**src/hw/rtl/cma_pkg.sv**
```systemverilog
`timescale 1ns / 1ps
// ----------------------------------------------------------------------------
// cma_pkg
// Shared widths and the controller/datapath command and status bundles.
// ----------------------------------------------------------------------------
package cma_pkg;

  localparam int YEAR_W     = 14;
  localparam int MONTH_W    = 4;
  localparam int DATE_W     = YEAR_W + MONTH_W;
  localparam int MEAN_W     = 16;
  localparam int HALF_W     = 5;
  localparam int CNT_W      = 6;
  localparam int SEEN_W     = 7;
  localparam int DIV_BITS   = 4;
  localparam int OUT_DATA_W = 40;

  localparam logic [SEEN_W-1:0] SEEN_MAX = 7'd127;

  typedef struct packed {
    logic in_ready;
    logic accept;
    logic update;
    logic reg_start;
    logic fl_init;
    logic fl_read;
    logic fl_sub;
    logic fl_start;
    logic emit;
    logic fl_next;
    logic clear;
  } cmd_t;

  typedef struct packed {
    logic has_regular;
    logic end_seen;
    logic h_zero;
    logic flushing;
    logic fl_emit;
    logic k_zero;
    logic div_done;
    logic out_free;
  } status_t;

endpackage

```
**src/hw/rtl/cma_ram.sv**
```systemverilog
`timescale 1ns / 1ps
// ----------------------------------------------------------------------------
// cma_ram
// Simple dual-port RAM, one write port, one registered read port.
// ----------------------------------------------------------------------------
module cma_ram #(
  parameter int WIDTH = 16,
  parameter int DEPTH = 64
) (
  input  logic                     clk_i,
  input  logic                     we_i,
  input  logic [$clog2(DEPTH)-1:0] waddr_i,
  input  logic [WIDTH-1:0]         wdata_i,
  input  logic                     re_i,
  input  logic [$clog2(DEPTH)-1:0] raddr_i,
  output logic [WIDTH-1:0]         rdata_o
);

  logic [WIDTH-1:0] mem_q [DEPTH];
  logic [WIDTH-1:0] rdata_q;

  always_ff @(posedge clk_i) begin
    if (we_i) begin
      mem_q[waddr_i] <= wdata_i;
    end
    if (re_i) begin
      rdata_q <= mem_q[raddr_i];
    end
  end

  assign rdata_o = rdata_q;

endmodule

```
**src/hw/rtl/cma_div.sv**
```systemverilog
`timescale 1ns / 1ps
// ----------------------------------------------------------------------------
// cma_div
// Restoring divider of a window sum by a small count, DIV_BITS quotient
// bits per cycle. The remainder stays below the count (at most 62).
// ----------------------------------------------------------------------------
module cma_div #(
  parameter int VALUE_BITS = 16
) (
  input  logic                                  clk_i,
  input  logic                                  rst_ni,
  input  logic                                  start_i,
  input  logic [VALUE_BITS+cma_pkg::CNT_W-1:0]  dividend_i,
  input  logic [cma_pkg::CNT_W-1:0]             divisor_i,
  output logic                                  done_o,
  output logic [cma_pkg::MEAN_W-1:0]            quotient_o
);
  import cma_pkg::*;

  localparam int NSTEP  = (VALUE_BITS + DIV_BITS - 1) / DIV_BITS;
  localparam int QW     = NSTEP * DIV_BITS;
  localparam int EXT_W  = QW + CNT_W;
  localparam int STEP_W = $clog2(NSTEP + 1);

  logic [EXT_W-1:0]     dividend_ext;
  logic [CNT_W-1:0]     rem_q, rem_d;
  logic [QW-1:0]        quo_q, quo_d;
  logic [CNT_W-1:0]     div_q;
  logic [CNT_W:0]       trial;
  logic [STEP_W-1:0]    step_q;
  logic                 busy_q;
  logic                 done_q;
  logic [QW+MEAN_W-1:0] quo_ext;

  assign dividend_ext = EXT_W'(dividend_i);

  always_comb begin
    rem_d = rem_q;
    quo_d = quo_q;
    trial = '0;
    for (int i = 0; i < DIV_BITS; i++) begin
      trial = {rem_d, quo_d[QW-1]};
      quo_d = {quo_d[QW-2:0], 1'b0};
      if (trial >= {1'b0, div_q}) begin
        rem_d    = CNT_W'(trial - {1'b0, div_q});
        quo_d[0] = 1'b1;
      end else begin
        rem_d = trial[CNT_W-1:0];
      end
    end
  end

  always_ff @(posedge clk_i or negedge rst_ni) begin
    if (!rst_ni) begin
      busy_q <= 1'b0;
      done_q <= 1'b0;
      step_q <= '0;
    end else if (start_i) begin
      busy_q <= 1'b1;
      done_q <= 1'b0;
      step_q <= STEP_W'(NSTEP);
    end else if (busy_q) begin
      step_q <= step_q - STEP_W'(1);
      if (step_q == STEP_W'(1)) begin
        busy_q <= 1'b0;
        done_q <= 1'b1;
      end
    end
  end

  always_ff @(posedge clk_i) begin
    if (start_i) begin
      rem_q <= dividend_ext[EXT_W-1 -: CNT_W];
      quo_q <= dividend_ext[QW-1:0];
      div_q <= divisor_i;
    end else if (busy_q) begin
      rem_q <= rem_d;
      quo_q <= quo_d;
    end
  end

  assign quo_ext    = {{MEAN_W{1'b0}}, quo_q};
  assign quotient_o = quo_ext[MEAN_W-1:0];
  assign done_o     = done_q;

endmodule

```
**src/hw/rtl/cma_datapath.sv**
```systemverilog
`timescale 1ns / 1ps
// ----------------------------------------------------------------------------
// cma_datapath
// Sample and date rings, running window sum, flush walk, divider and
// output register.
// ----------------------------------------------------------------------------
module cma_datapath #(
  parameter int RING_DEPTH = 64,
  parameter int VALUE_BITS = 16
) (
  input  logic                           clk_i,
  input  logic                           rst_ni,
  input  cma_pkg::cmd_t                  cmd_i,
  output cma_pkg::status_t               sts_o,
  input  logic                           cfg_wr_en_i,
  input  logic [cma_pkg::HALF_W-1:0]     cfg_wr_data_i,
  input  logic [cma_pkg::YEAR_W-1:0]     sample_year_i,
  input  logic [cma_pkg::MONTH_W-1:0]    sample_month_i,
  input  logic [VALUE_BITS-1:0]          sample_value_i,
  input  logic                           series_end_i,
  input  logic                           m_ready_i,
  output logic                           m_valid_o,
  output logic [cma_pkg::YEAR_W-1:0]     mean_year_o,
  output logic [cma_pkg::MONTH_W-1:0]    mean_month_o,
  output logic [cma_pkg::MEAN_W-1:0]     mean_value_o,
  output logic                           mean_last_o,
  output logic                           short_series_o
);
  import cma_pkg::*;

  localparam int AW     = $clog2(RING_DEPTH);
  localparam int SUM_W  = VALUE_BITS + CNT_W;
  localparam int HMAX   = (RING_DEPTH - 1) / 2;
  localparam int HCLAMP = (HMAX < 31) ? HMAX : 31;
  localparam int PW     = (AW > CNT_W) ? AW : CNT_W;
  localparam int XW     = PW + 1;

  function automatic logic [AW-1:0] slot_back(input logic [AW-1:0]    base,
                                               input logic [CNT_W-1:0] off);
    logic [XW-1:0] diff;
    diff = XW'(base) - XW'(off);
    if (diff[XW-1]) begin
      diff = diff + XW'(RING_DEPTH);
    end
    return diff[AW-1:0];
  endfunction

  logic [HALF_W-1:0]     half_window_q;
  logic [HALF_W-1:0]     h_q, h_eff, h_cfg;
  logic [CNT_W-1:0]      wlen_eff, wlen_q, fl_off;
  logic [VALUE_BITS-1:0] value_q;
  logic [DATE_W-1:0]     date_q;
  logic                  end_q;
  logic                  rm_q;
  logic [SEEN_W-1:0]     seen_q;
  logic [SUM_W-1:0]      sum_q;
  logic [AW-1:0]         wr_q, wr_next;
  logic [HALF_W-1:0]     k_q;
  logic                  flushing_q;
  logic                  last_q;
  logic                  short_q;

  logic                  val_re, date_re;
  logic [AW-1:0]         val_raddr, date_raddr;
  logic [VALUE_BITS-1:0] val_rdata;
  logic [DATE_W-1:0]     date_rdata;

  logic                  div_start, div_done;
  logic [CNT_W-1:0]      div_count;
  logic [MEAN_W-1:0]     quotient;

  logic                  m_valid_q;
  logic [DATE_W-1:0]     out_date_q;
  logic [MEAN_W-1:0]     out_mean_q;
  logic                  out_last_q;
  logic                  out_short_q;

  assign h_cfg    = (int'(half_window_q) > HCLAMP) ? HALF_W'(HCLAMP) : half_window_q;
  assign h_eff    = (seen_q == '0) ? h_cfg : h_q;
  assign wlen_eff = {h_eff, 1'b1};
  assign wlen_q   = {h_q, 1'b1};
  assign fl_off   = CNT_W'(k_q) + CNT_W'(h_q) + CNT_W'(1);
  assign wr_next  = (wr_q == AW'(RING_DEPTH - 1)) ? '0 : wr_q + AW'(1);

  // ring reads
  assign val_re     = cmd_i.accept | cmd_i.fl_read;
  assign val_raddr  = cmd_i.accept ? slot_back(wr_q, {h_eff, 1'b0}) : slot_back(wr_q, fl_off);
  assign date_re    = cmd_i.reg_start | cmd_i.fl_read;
  assign date_raddr = cmd_i.reg_start ? slot_back(wr_q, CNT_W'(h_q))
                                      : slot_back(wr_q, CNT_W'(k_q));

  cma_ram #(
    .WIDTH (VALUE_BITS),
    .DEPTH (RING_DEPTH)
  ) u_value_ring (
    .clk_i   (clk_i),
    .we_i    (cmd_i.update),
    .waddr_i (wr_next),
    .wdata_i (value_q),
    .re_i    (val_re),
    .raddr_i (val_raddr),
    .rdata_o (val_rdata)
  );

  cma_ram #(
    .WIDTH (DATE_W),
    .DEPTH (RING_DEPTH)
  ) u_date_ring (
    .clk_i   (clk_i),
    .we_i    (cmd_i.update),
    .waddr_i (wr_next),
    .wdata_i (date_q),
    .re_i    (date_re),
    .raddr_i (date_raddr),
    .rdata_o (date_rdata)
  );

  // divider
  assign div_start = cmd_i.reg_start | cmd_i.fl_start;
  always_comb begin
    if (cmd_i.reg_start) begin
      div_count = (seen_q < SEEN_W'(wlen_q)) ? seen_q[CNT_W-1:0] : wlen_q;
    end else begin
      div_count = (SEEN_W'(fl_off) < seen_q) ? fl_off : seen_q[CNT_W-1:0];
    end
  end

  cma_div #(
    .VALUE_BITS (VALUE_BITS)
  ) u_div (
    .clk_i      (clk_i),
    .rst_ni     (rst_ni),
    .start_i    (div_start),
    .dividend_i (sum_q),
    .divisor_i  (div_count),
    .done_o     (div_done),
    .quotient_o (quotient)
  );

  // control state
  always_ff @(posedge clk_i or negedge rst_ni) begin
    if (!rst_ni) begin
      half_window_q <= '0;
      h_q           <= '0;
      seen_q        <= '0;
      sum_q         <= '0;
      wr_q          <= AW'(RING_DEPTH - 1);
      k_q           <= '0;
      flushing_q    <= 1'b0;
      end_q         <= 1'b0;
      rm_q          <= 1'b0;
      m_valid_q     <= 1'b0;
    end else begin
      if (cfg_wr_en_i) begin
        half_window_q <= cfg_wr_data_i;
      end
      if (cmd_i.accept) begin
        h_q   <= h_eff;
        end_q <= series_end_i;
        rm_q  <= (seen_q >= SEEN_W'(wlen_eff));
      end
      if (cmd_i.update) begin
        sum_q <= sum_q - (rm_q ? SUM_W'(val_rdata) : '0) + SUM_W'(value_q);
        wr_q  <= wr_next;
        if (seen_q < SEEN_MAX) begin
          seen_q <= seen_q + SEEN_W'(1);
        end
      end
      if (cmd_i.fl_init) begin
        k_q        <= h_q - HALF_W'(1);
        flushing_q <= 1'b1;
      end
      if (cmd_i.fl_sub && (SEEN_W'(fl_off) < seen_q)) begin
        sum_q <= sum_q - SUM_W'(val_rdata);
      end
      if (cmd_i.fl_next) begin
        k_q <= k_q - HALF_W'(1);
      end
      if (cmd_i.clear) begin
        seen_q     <= '0;
        sum_q      <= '0;
        flushing_q <= 1'b0;
      end
      if (cmd_i.emit) begin
        m_valid_q <= 1'b1;
      end else if (m_ready_i) begin
        m_valid_q <= 1'b0;
      end
    end
  end

  // payload
  always_ff @(posedge clk_i) begin
    if (cmd_i.accept) begin
      value_q <= sample_value_i;
      date_q  <= {sample_year_i, sample_month_i};
    end
    if (cmd_i.reg_start) begin
      last_q  <= end_q & (h_q == '0);
      short_q <= seen_q < SEEN_W'(wlen_q);
    end
    if (cmd_i.fl_start) begin
      last_q  <= (k_q == '0);
      short_q <= seen_q < SEEN_W'(wlen_q);
    end
    if (cmd_i.emit) begin
      out_date_q  <= date_rdata;
      out_mean_q  <= quotient;
      out_last_q  <= last_q;
      out_short_q <= last_q & short_q;
    end
  end

  assign sts_o.has_regular = seen_q > SEEN_W'(h_q);
  assign sts_o.end_seen    = end_q;
  assign sts_o.h_zero      = (h_q == '0);
  assign sts_o.flushing    = flushing_q;
  assign sts_o.fl_emit     = SEEN_W'(k_q) < seen_q;
  assign sts_o.k_zero      = (k_q == '0);
  assign sts_o.div_done    = div_done;
  assign sts_o.out_free    = !m_valid_q || m_ready_i;

  assign m_valid_o      = m_valid_q;
  assign mean_year_o    = out_date_q[DATE_W-1:MONTH_W];
  assign mean_month_o   = out_date_q[MONTH_W-1:0];
  assign mean_value_o   = out_mean_q;
  assign mean_last_o    = out_last_q;
  assign short_series_o = out_short_q;

`ifndef SYNTH
  a_emit_needs_quotient: assert property (@(posedge clk_i) disable iff (!rst_ni)
    cmd_i.emit |-> div_done)
    else $error("result loaded before divider finished");

  a_emit_no_overwrite: assert property (@(posedge clk_i) disable iff (!rst_ni)
    cmd_i.emit |-> (!m_valid_q || m_ready_i))
    else $error("output register overwritten");

  a_no_accept_in_flush: assert property (@(posedge clk_i) disable iff (!rst_ni)
    cmd_i.accept |-> !flushing_q)
    else $error("beat accepted during flush");

  a_divisor_nonzero: assert property (@(posedge clk_i) disable iff (!rst_ni)
    div_start |-> (div_count != '0))
    else $error("divide by zero count");
`endif

endmodule

```
**src/hw/rtl/cma_ctrl.sv**
```systemverilog
`timescale 1ns / 1ps
// ----------------------------------------------------------------------------
// cma_ctrl
// Sequencer: sample update, centered result, end-of-series flush walk.
// ----------------------------------------------------------------------------
module cma_ctrl (
  input  logic             clk_i,
  input  logic             rst_ni,
  input  logic             in_valid_i,
  input  cma_pkg::status_t sts_i,
  output cma_pkg::cmd_t    cmd_o
);
  import cma_pkg::*;

  typedef enum logic [7:0] {
    S_IDLE     = 8'b0000_0001,
    S_UPDATE   = 8'b0000_0010,
    S_REG      = 8'b0000_0100,
    S_DIV      = 8'b0000_1000,
    S_FL_RD    = 8'b0001_0000,
    S_FL_SUB   = 8'b0010_0000,
    S_FL_START = 8'b0100_0000,
    S_SPARE    = 8'b1000_0000
  } state_e;

  state_e state_q, state_d;

  always_comb begin
    cmd_o          = '0;
    state_d        = state_q;
    cmd_o.in_ready = (state_q == S_IDLE);
    unique case (state_q)
      S_IDLE: begin
        if (in_valid_i) begin
          cmd_o.accept = 1'b1;
          state_d      = S_UPDATE;
        end
      end
      S_UPDATE: begin
        cmd_o.update = 1'b1;
        state_d      = S_REG;
      end
      S_REG: begin
        if (sts_i.has_regular) begin
          cmd_o.reg_start = 1'b1;
          state_d         = S_DIV;
        end else if (sts_i.end_seen) begin
          cmd_o.fl_init = 1'b1;
          state_d       = S_FL_RD;
        end else begin
          state_d = S_IDLE;
        end
      end
      S_DIV: begin
        if (sts_i.div_done && sts_i.out_free) begin
          cmd_o.emit = 1'b1;
          if (sts_i.flushing) begin
            if (sts_i.k_zero) begin
              cmd_o.clear = 1'b1;
              state_d     = S_IDLE;
            end else begin
              cmd_o.fl_next = 1'b1;
              state_d       = S_FL_RD;
            end
          end else if (sts_i.end_seen) begin
            if (sts_i.h_zero) begin
              cmd_o.clear = 1'b1;
              state_d     = S_IDLE;
            end else begin
              cmd_o.fl_init = 1'b1;
              state_d       = S_FL_RD;
            end
          end else begin
            state_d = S_IDLE;
          end
        end
      end
      S_FL_RD: begin
        cmd_o.fl_read = 1'b1;
        state_d       = S_FL_SUB;
      end
      S_FL_SUB: begin
        cmd_o.fl_sub = 1'b1;
        state_d      = S_FL_START;
      end
      S_FL_START: begin
        if (sts_i.fl_emit) begin
          cmd_o.fl_start = 1'b1;
          state_d        = S_DIV;
        end else if (sts_i.k_zero) begin
          cmd_o.clear = 1'b1;
          state_d     = S_IDLE;
        end else begin
          cmd_o.fl_next = 1'b1;
          state_d       = S_FL_RD;
        end
      end
      default: begin
        state_d = S_IDLE;
      end
    endcase
  end

  always_ff @(posedge clk_i or negedge rst_ni) begin
    if (!rst_ni) begin
      state_q <= S_IDLE;
    end else begin
      state_q <= state_d;
    end
  end

endmodule

```
**src/hw/rtl/centered_moving_average.sv**
```systemverilog
`timescale 1ns / 1ps
// ----------------------------------------------------------------------------
// centered_moving_average
// Centered moving average over a stream of dated samples.
// ----------------------------------------------------------------------------
// Each input beat carries one sample; the result for sample j is the
// truncated mean of samples j-h..j+h of its series (cut at both ends) and
// carries the date of sample j. h is half_window, clamped to
// (RING_DEPTH-1)/2 and taken at the first sample of a series. A result
// leaves as soon as sample j+h is in; the last beat of a series (tlast)
// flushes the last results (at most h), the final one marked by tlast and, if
// the series was shorter than 2h+1, by tuser. One sample is handled at a
// time: the next beat is taken only once the current one, its result and
// any flushed results are through the 4-bit-per-cycle divider and in the
// output register, so output stalls also hold the input. The rings need
// no clearing after reset.
module centered_moving_average #(
  parameter int RING_DEPTH = 64,
  parameter int VALUE_BITS = 16
) (
  input  logic                              clk_i,
  input  logic                              rst_ni,
  input  logic                              cfg_wr_en_i,
  input  logic [cma_pkg::HALF_W-1:0]        cfg_wr_data_i,   // half_window
  input  logic                              s_axis_tvalid,
  output logic                              s_axis_tready,
  // sample_year[13:0], sample_month[17:14], sample_value[17+VALUE_BITS:18], zero pad
  input  logic [((18+VALUE_BITS+7)/8)*8-1:0] s_axis_tdata,
  input  logic                              s_axis_tlast,    // series_end
  output logic                              m_axis_tvalid,
  input  logic                              m_axis_tready,
  // mean_year[13:0], mean_month[17:14], mean_value[33:18], zero pad
  output logic [cma_pkg::OUT_DATA_W-1:0]    m_axis_tdata,
  output logic                              m_axis_tlast,    // mean_last
  output logic                              m_axis_tuser     // short_series
);
  import cma_pkg::*;

  localparam int VAL_LO = YEAR_W + MONTH_W;

  cmd_t                  cmd;
  status_t               sts;
  logic [YEAR_W-1:0]     mean_year;
  logic [MONTH_W-1:0]    mean_month;
  logic [MEAN_W-1:0]     mean_value;

  cma_ctrl u_ctrl (
    .clk_i      (clk_i),
    .rst_ni     (rst_ni),
    .in_valid_i (s_axis_tvalid),
    .sts_i      (sts),
    .cmd_o      (cmd)
  );

  cma_datapath #(
    .RING_DEPTH (RING_DEPTH),
    .VALUE_BITS (VALUE_BITS)
  ) u_datapath (
    .clk_i          (clk_i),
    .rst_ni         (rst_ni),
    .cmd_i          (cmd),
    .sts_o          (sts),
    .cfg_wr_en_i    (cfg_wr_en_i),
    .cfg_wr_data_i  (cfg_wr_data_i),
    .sample_year_i  (s_axis_tdata[YEAR_W-1:0]),
    .sample_month_i (s_axis_tdata[VAL_LO-1:YEAR_W]),
    .sample_value_i (s_axis_tdata[VAL_LO+VALUE_BITS-1:VAL_LO]),
    .series_end_i   (s_axis_tlast),
    .m_ready_i      (m_axis_tready),
    .m_valid_o      (m_axis_tvalid),
    .mean_year_o    (mean_year),
    .mean_month_o   (mean_month),
    .mean_value_o   (mean_value),
    .mean_last_o    (m_axis_tlast),
    .short_series_o (m_axis_tuser)
  );

  assign s_axis_tready = cmd.in_ready;
  assign m_axis_tdata  = OUT_DATA_W'({mean_value, mean_month, mean_year});

endmodule

```
**config.mk**
```make
export PLATFORM = sky130hd
export DESIGN_NAME = centered_moving_average
export DESIGN_NICKNAME = d
export VERILOG_FILES = /design/src/hw/rtl/cma_pkg.sv /design/src/hw/rtl/cma_ram.sv /design/src/hw/rtl/cma_div.sv /design/src/hw/rtl/cma_datapath.sv /design/src/hw/rtl/cma_ctrl.sv /design/src/hw/rtl/centered_moving_average.sv
export SDC_FILE = /design/constraint.sdc
export NUM_CORES = 2
export LEC_CHECK = 0
export CAP_MARGIN = 20
export CORE_ASPECT_RATIO = 0.75
export CORE_MARGIN = 5
export CORE_UTILIZATION = 33
export DETAILED_ROUTE_END_ITERATION = 7
export DONT_BUFFER_PORTS = 1
export GPL_ROUTABILITY_DRIVEN = 1
export PLACE_DENSITY_LB_ADDON = 0.3
export SLEW_MARGIN = 20
export SYNTH_ARGS = -nofsm -noshare
export SYNTH_HDL_FRONTEND = slang
export SYNTH_SLANG_ARGS = --single-unit
```
**constraint.sdc**
```tcl
create_clock -name clk_i -period 9.3 [get_ports clk_i]
set_clock_uncertainty 0.05 [all_clocks]
set_input_delay 1.86 -clock clk_i [delete_from_list [all_inputs] [get_ports clk_i]]
set_output_delay 1.86 -clock clk_i [all_outputs]
set_load 0.005 [all_outputs]
```
==> flow_summary.json <==
{
  "outcome": "finished, final reports clean",
  "cts_buffer_depth": 4,
  "place.gp.congestion": 0.840,
  "min_period_ns": 8.73,
  "crit_type": "reg2reg",
  "grtUsageMet3_pct": 3.63,
  "die-height_um": 479,
  "worst_path_max_delay_cell": "edfxtp_1",
  "power-per-cell-area_mw_per_mm2": 187,
  "intPower_mw": 16.6,
  "dr.pass1.iters": 8,
  "synthMuxAreaShare_pct": 10.5,
  "pwr-share-clk_pct": 43.7,
  "drc": 0,
  "rsz0062_at_grt": "no",
  "hold_path_class": "reg2reg",
  "wirelength_um": 277000,
  "tritoncts": "done",
  "grt_max_degree": 123,
  "overflow": 0,
  "synth_top_area_share_pct": 71.5,
  "first_iter_violations": 7120,
  "synth_top_area_cell": "edfxtp_1",
  "synthFlopType": "edfxtp_1",
  "ys_types": 99,
  "grt_util_met1_pct": 26.7,
  "numPortBuffers": 0,
  "synthTopCellsByArea": "edfxtp_1, mux4_2, nand2_1",
  "cts_max_level": 4,
  "synthSimpleGateAreaFrac_pct": 6.83,
  "start_util_pct": 33.1,
  "p_sw_share_pct": 19.4,
  "die_w_um": 636,
  "synth-compound-area-share_pct": 4.77,
  "design.die.area_mm2": 0.305,
  "ant_nets": 0,
  "cts.sinks": 2376,
  "yosys.area_share.adder_pct": 2.00,
  "ys_ff_latch": 2376,
  "max-cap-violations": 0,
  "postLayoutCoreUtil_pct": 37.5,
  "grt_pass1_wl_um": 391000,
  "netlist_instances": 5724,
  "grt.total_usage_pct": 17.5,
  "io_pins": 95,
  "finalSetupViolations": 0,
  "ir_drop_uv": 140,
  "cts_buffers": 225,
  "viasPerCell": 5.45,
  "clk_latency_ns": 0.90,
  "floorplan.core_area_mm2": 0.293,
  "wl_per_cell_um": 27.8,
  "max_stage_delay_ns": 0.51,
  "drive_above_1_share_pct": 17.2,
  "worst-endpoint-arrival_ns": 9.24,
  "timing.final.crit_share_pct": 93.9,
  "crit_top_cell": "ha_1",
  "synth.most_common_cell": "edfxtp_1",
  "required_ns": 9.81,
  "finalSetupTns_ns": 0,
  "nFillCells": 26900,
  "p_sw_mw": 3.98,
  "cp-end-kind": "flip-flop",
  "cts.clk_slew.worst_paths_ns": 0.07,
  "grtUsageMet2_pct": 26.2,
  "cp_max_fo": 8,
  "busiest_layer": "met1",
  "combPwrFrac_pct": 0,
  "max_slew_margin_pct": 22.3,
  "seqPwrFrac_pct": 56.3,
  "tightest_slew_ns": 1.16,
  "synthToLayoutAreaGrowth_pct": 13.3,
  "grt_pass1_vias": 51900,
  "hold_violations": 0,
  "start_kind": "flip-flop",
  "hpwl_um": 160000,
  "holdBufCountCts": 0,
  "max_freq_ghz": 0.115,
  "syn_area_per_cell_um2": 16.9,
  "syn_area_mm2": 0.0970,
  "final_nets": 6047,
  "synth_edf_count": 2310,
  "route.vias.total": 54300,
  "ys_async_sr_fraction_pct": 2.78,
  "drv_slew": 0,
  "p_leak_nw": 36.2,
  "cts-root-buf": "clkbuf_16",
  "yosysSeqAreaShare_pct": 73.3,
  "row_count": 172,
  "synth_xor_area_share_pct": 0.560,
  "antenna_found_initial": 38,
  "ys_warn_count": 0,
  "synth_top_family_by_area": "multiplexers",
  "synth_common_cells": "edfxtp_1, nand2_1, mux4_2, nand3_1, a21oi_1"
}
## kinds of logic after synthesis
group                    count (synthesis)
adder cells (fa/ha/maj)                140
flip-flops                            2376
XOR/XNOR                                62
multiplexers                           542
buffers and inverters                  448
other                                    1
AO/OA/AOI/OAI                          672
AND/OR/NAND/NOR                       1483
## per-layer routing
layer	part of all wire, %	wire (um)
met1	45	124000
met2	44	122000
met3	9.2	25600
met4	1.9	5150
met5	0.0047	13
## power groups by stage
stage,sequential [mW],clock (mW),combinational [mW]
after global placement,11.8,0,0.00302
after global routing,11.6,9.58,0.00352
after CTS,11.6,9.13,0.00311
after detailed placement,11.8,0,0.00308
after floorplan,11.8,0,0.00482
final,11.6,8.97,0.00315
## worst max-delay path: cells and delay by family (launching register included)
kind	cells	cell delay, ns
compound gates	16	4.26
fa+ha+maj	4	1.36
buf+inv	3	0.68
flops	1	0.51
mux	3	1.08
simple gates	4	0.56
## final timing paths
check                                                        from                        end  slack [ns]  cells after the start
worst max-delay path                    u_datapath.u_div.div_q[1]  u_datapath.u_div.rem_q[0]        0.57                     30
min in group asynchronous                                  rst_ni        u_datapath.h_cfg[2]        0.68                      0
worst min-delay path            u_datapath.u_date_ring.rdata_o[5]   u_datapath.out_date_q[5]        0.37                      0
max in group asynchronous                                  rst_ni         u_datapath.wr_q[1]        8.25                      0
worst min register to register  u_datapath.u_date_ring.rdata_o[5]   u_datapath.out_date_q[5]        0.37                      0
worst max register to register          u_datapath.u_div.div_q[1]  u_datapath.u_div.rem_q[0]        0.57                     30
## final cells by class
class / count / area (um^2) / area share, %
diodes: 12 / 30.0 / 0.0273
clock buffers: 284 / 5940 / 5.41
clock inverters: 112 / 1040 / 0.949
inverters: 156 / 591 / 0.538
multi-input cells: 2905 / 24600 / 22.4
flip-flops and latches: 2376 / 71000 / 64.7
well taps: 3915 / 4900 / 4.46
repair buffers: 192 / 1660 / 1.51
## flip-flops by register name, indices dropped and copies added, names as in the netlist, 18 cells and up
signal                          cells
u_datapath.u_date_ring.mem_q     1152
u_datapath.u_value_ring.mem_q    1024
u_datapath.sum_q                   22
u_datapath.date_q                  18
u_datapath.out_date_q              18
u_datapath.u_date_ring.rdata_o     18
## layout by cell type (no fill, tap or decap), drive strengths merged, types with 25 or more instances in the layout
cell	instances
ha	115
mux4	378
dfrtp	59
a221oi	85
and2	27
mux2i	150
inv	156
nor3	45
nand2	788
and3	32
o21ai	101
fa	25
a21oi	191
a31oi	42
edfxtp	2310
clkbuf	284
buf	192
o31ai	26
xnor2	42
a32oi	27
clkinv	82
nor2	167
nand3	307
a21o	30
nand4	28
## through the flow
stage	hold WS, ns	setup WS, ns	instance area (um^2)	total power [mW]	instances
6_report	0.371	0.568	110000	20.5	9952
5_1_grt	0.380	0.0491	110000	21.1	9940
4_1_cts	0.372	0.332	110000	20.7	9935
3_5_place_dp	0.355	0.326	103000	11.8	9539
3_3_place_gp	0.353	0.506	103000	11.8	9538
2_1_floorplan	0.350	1.71	97000	11.8	5729
## timing repair
action                                  4_1_cts  5_1_grt
gates resized for setup                       0        4
buffers inserted                              0        1
endpoints found under the setup margin        0        7
Power figures use the tool's default switching activity.
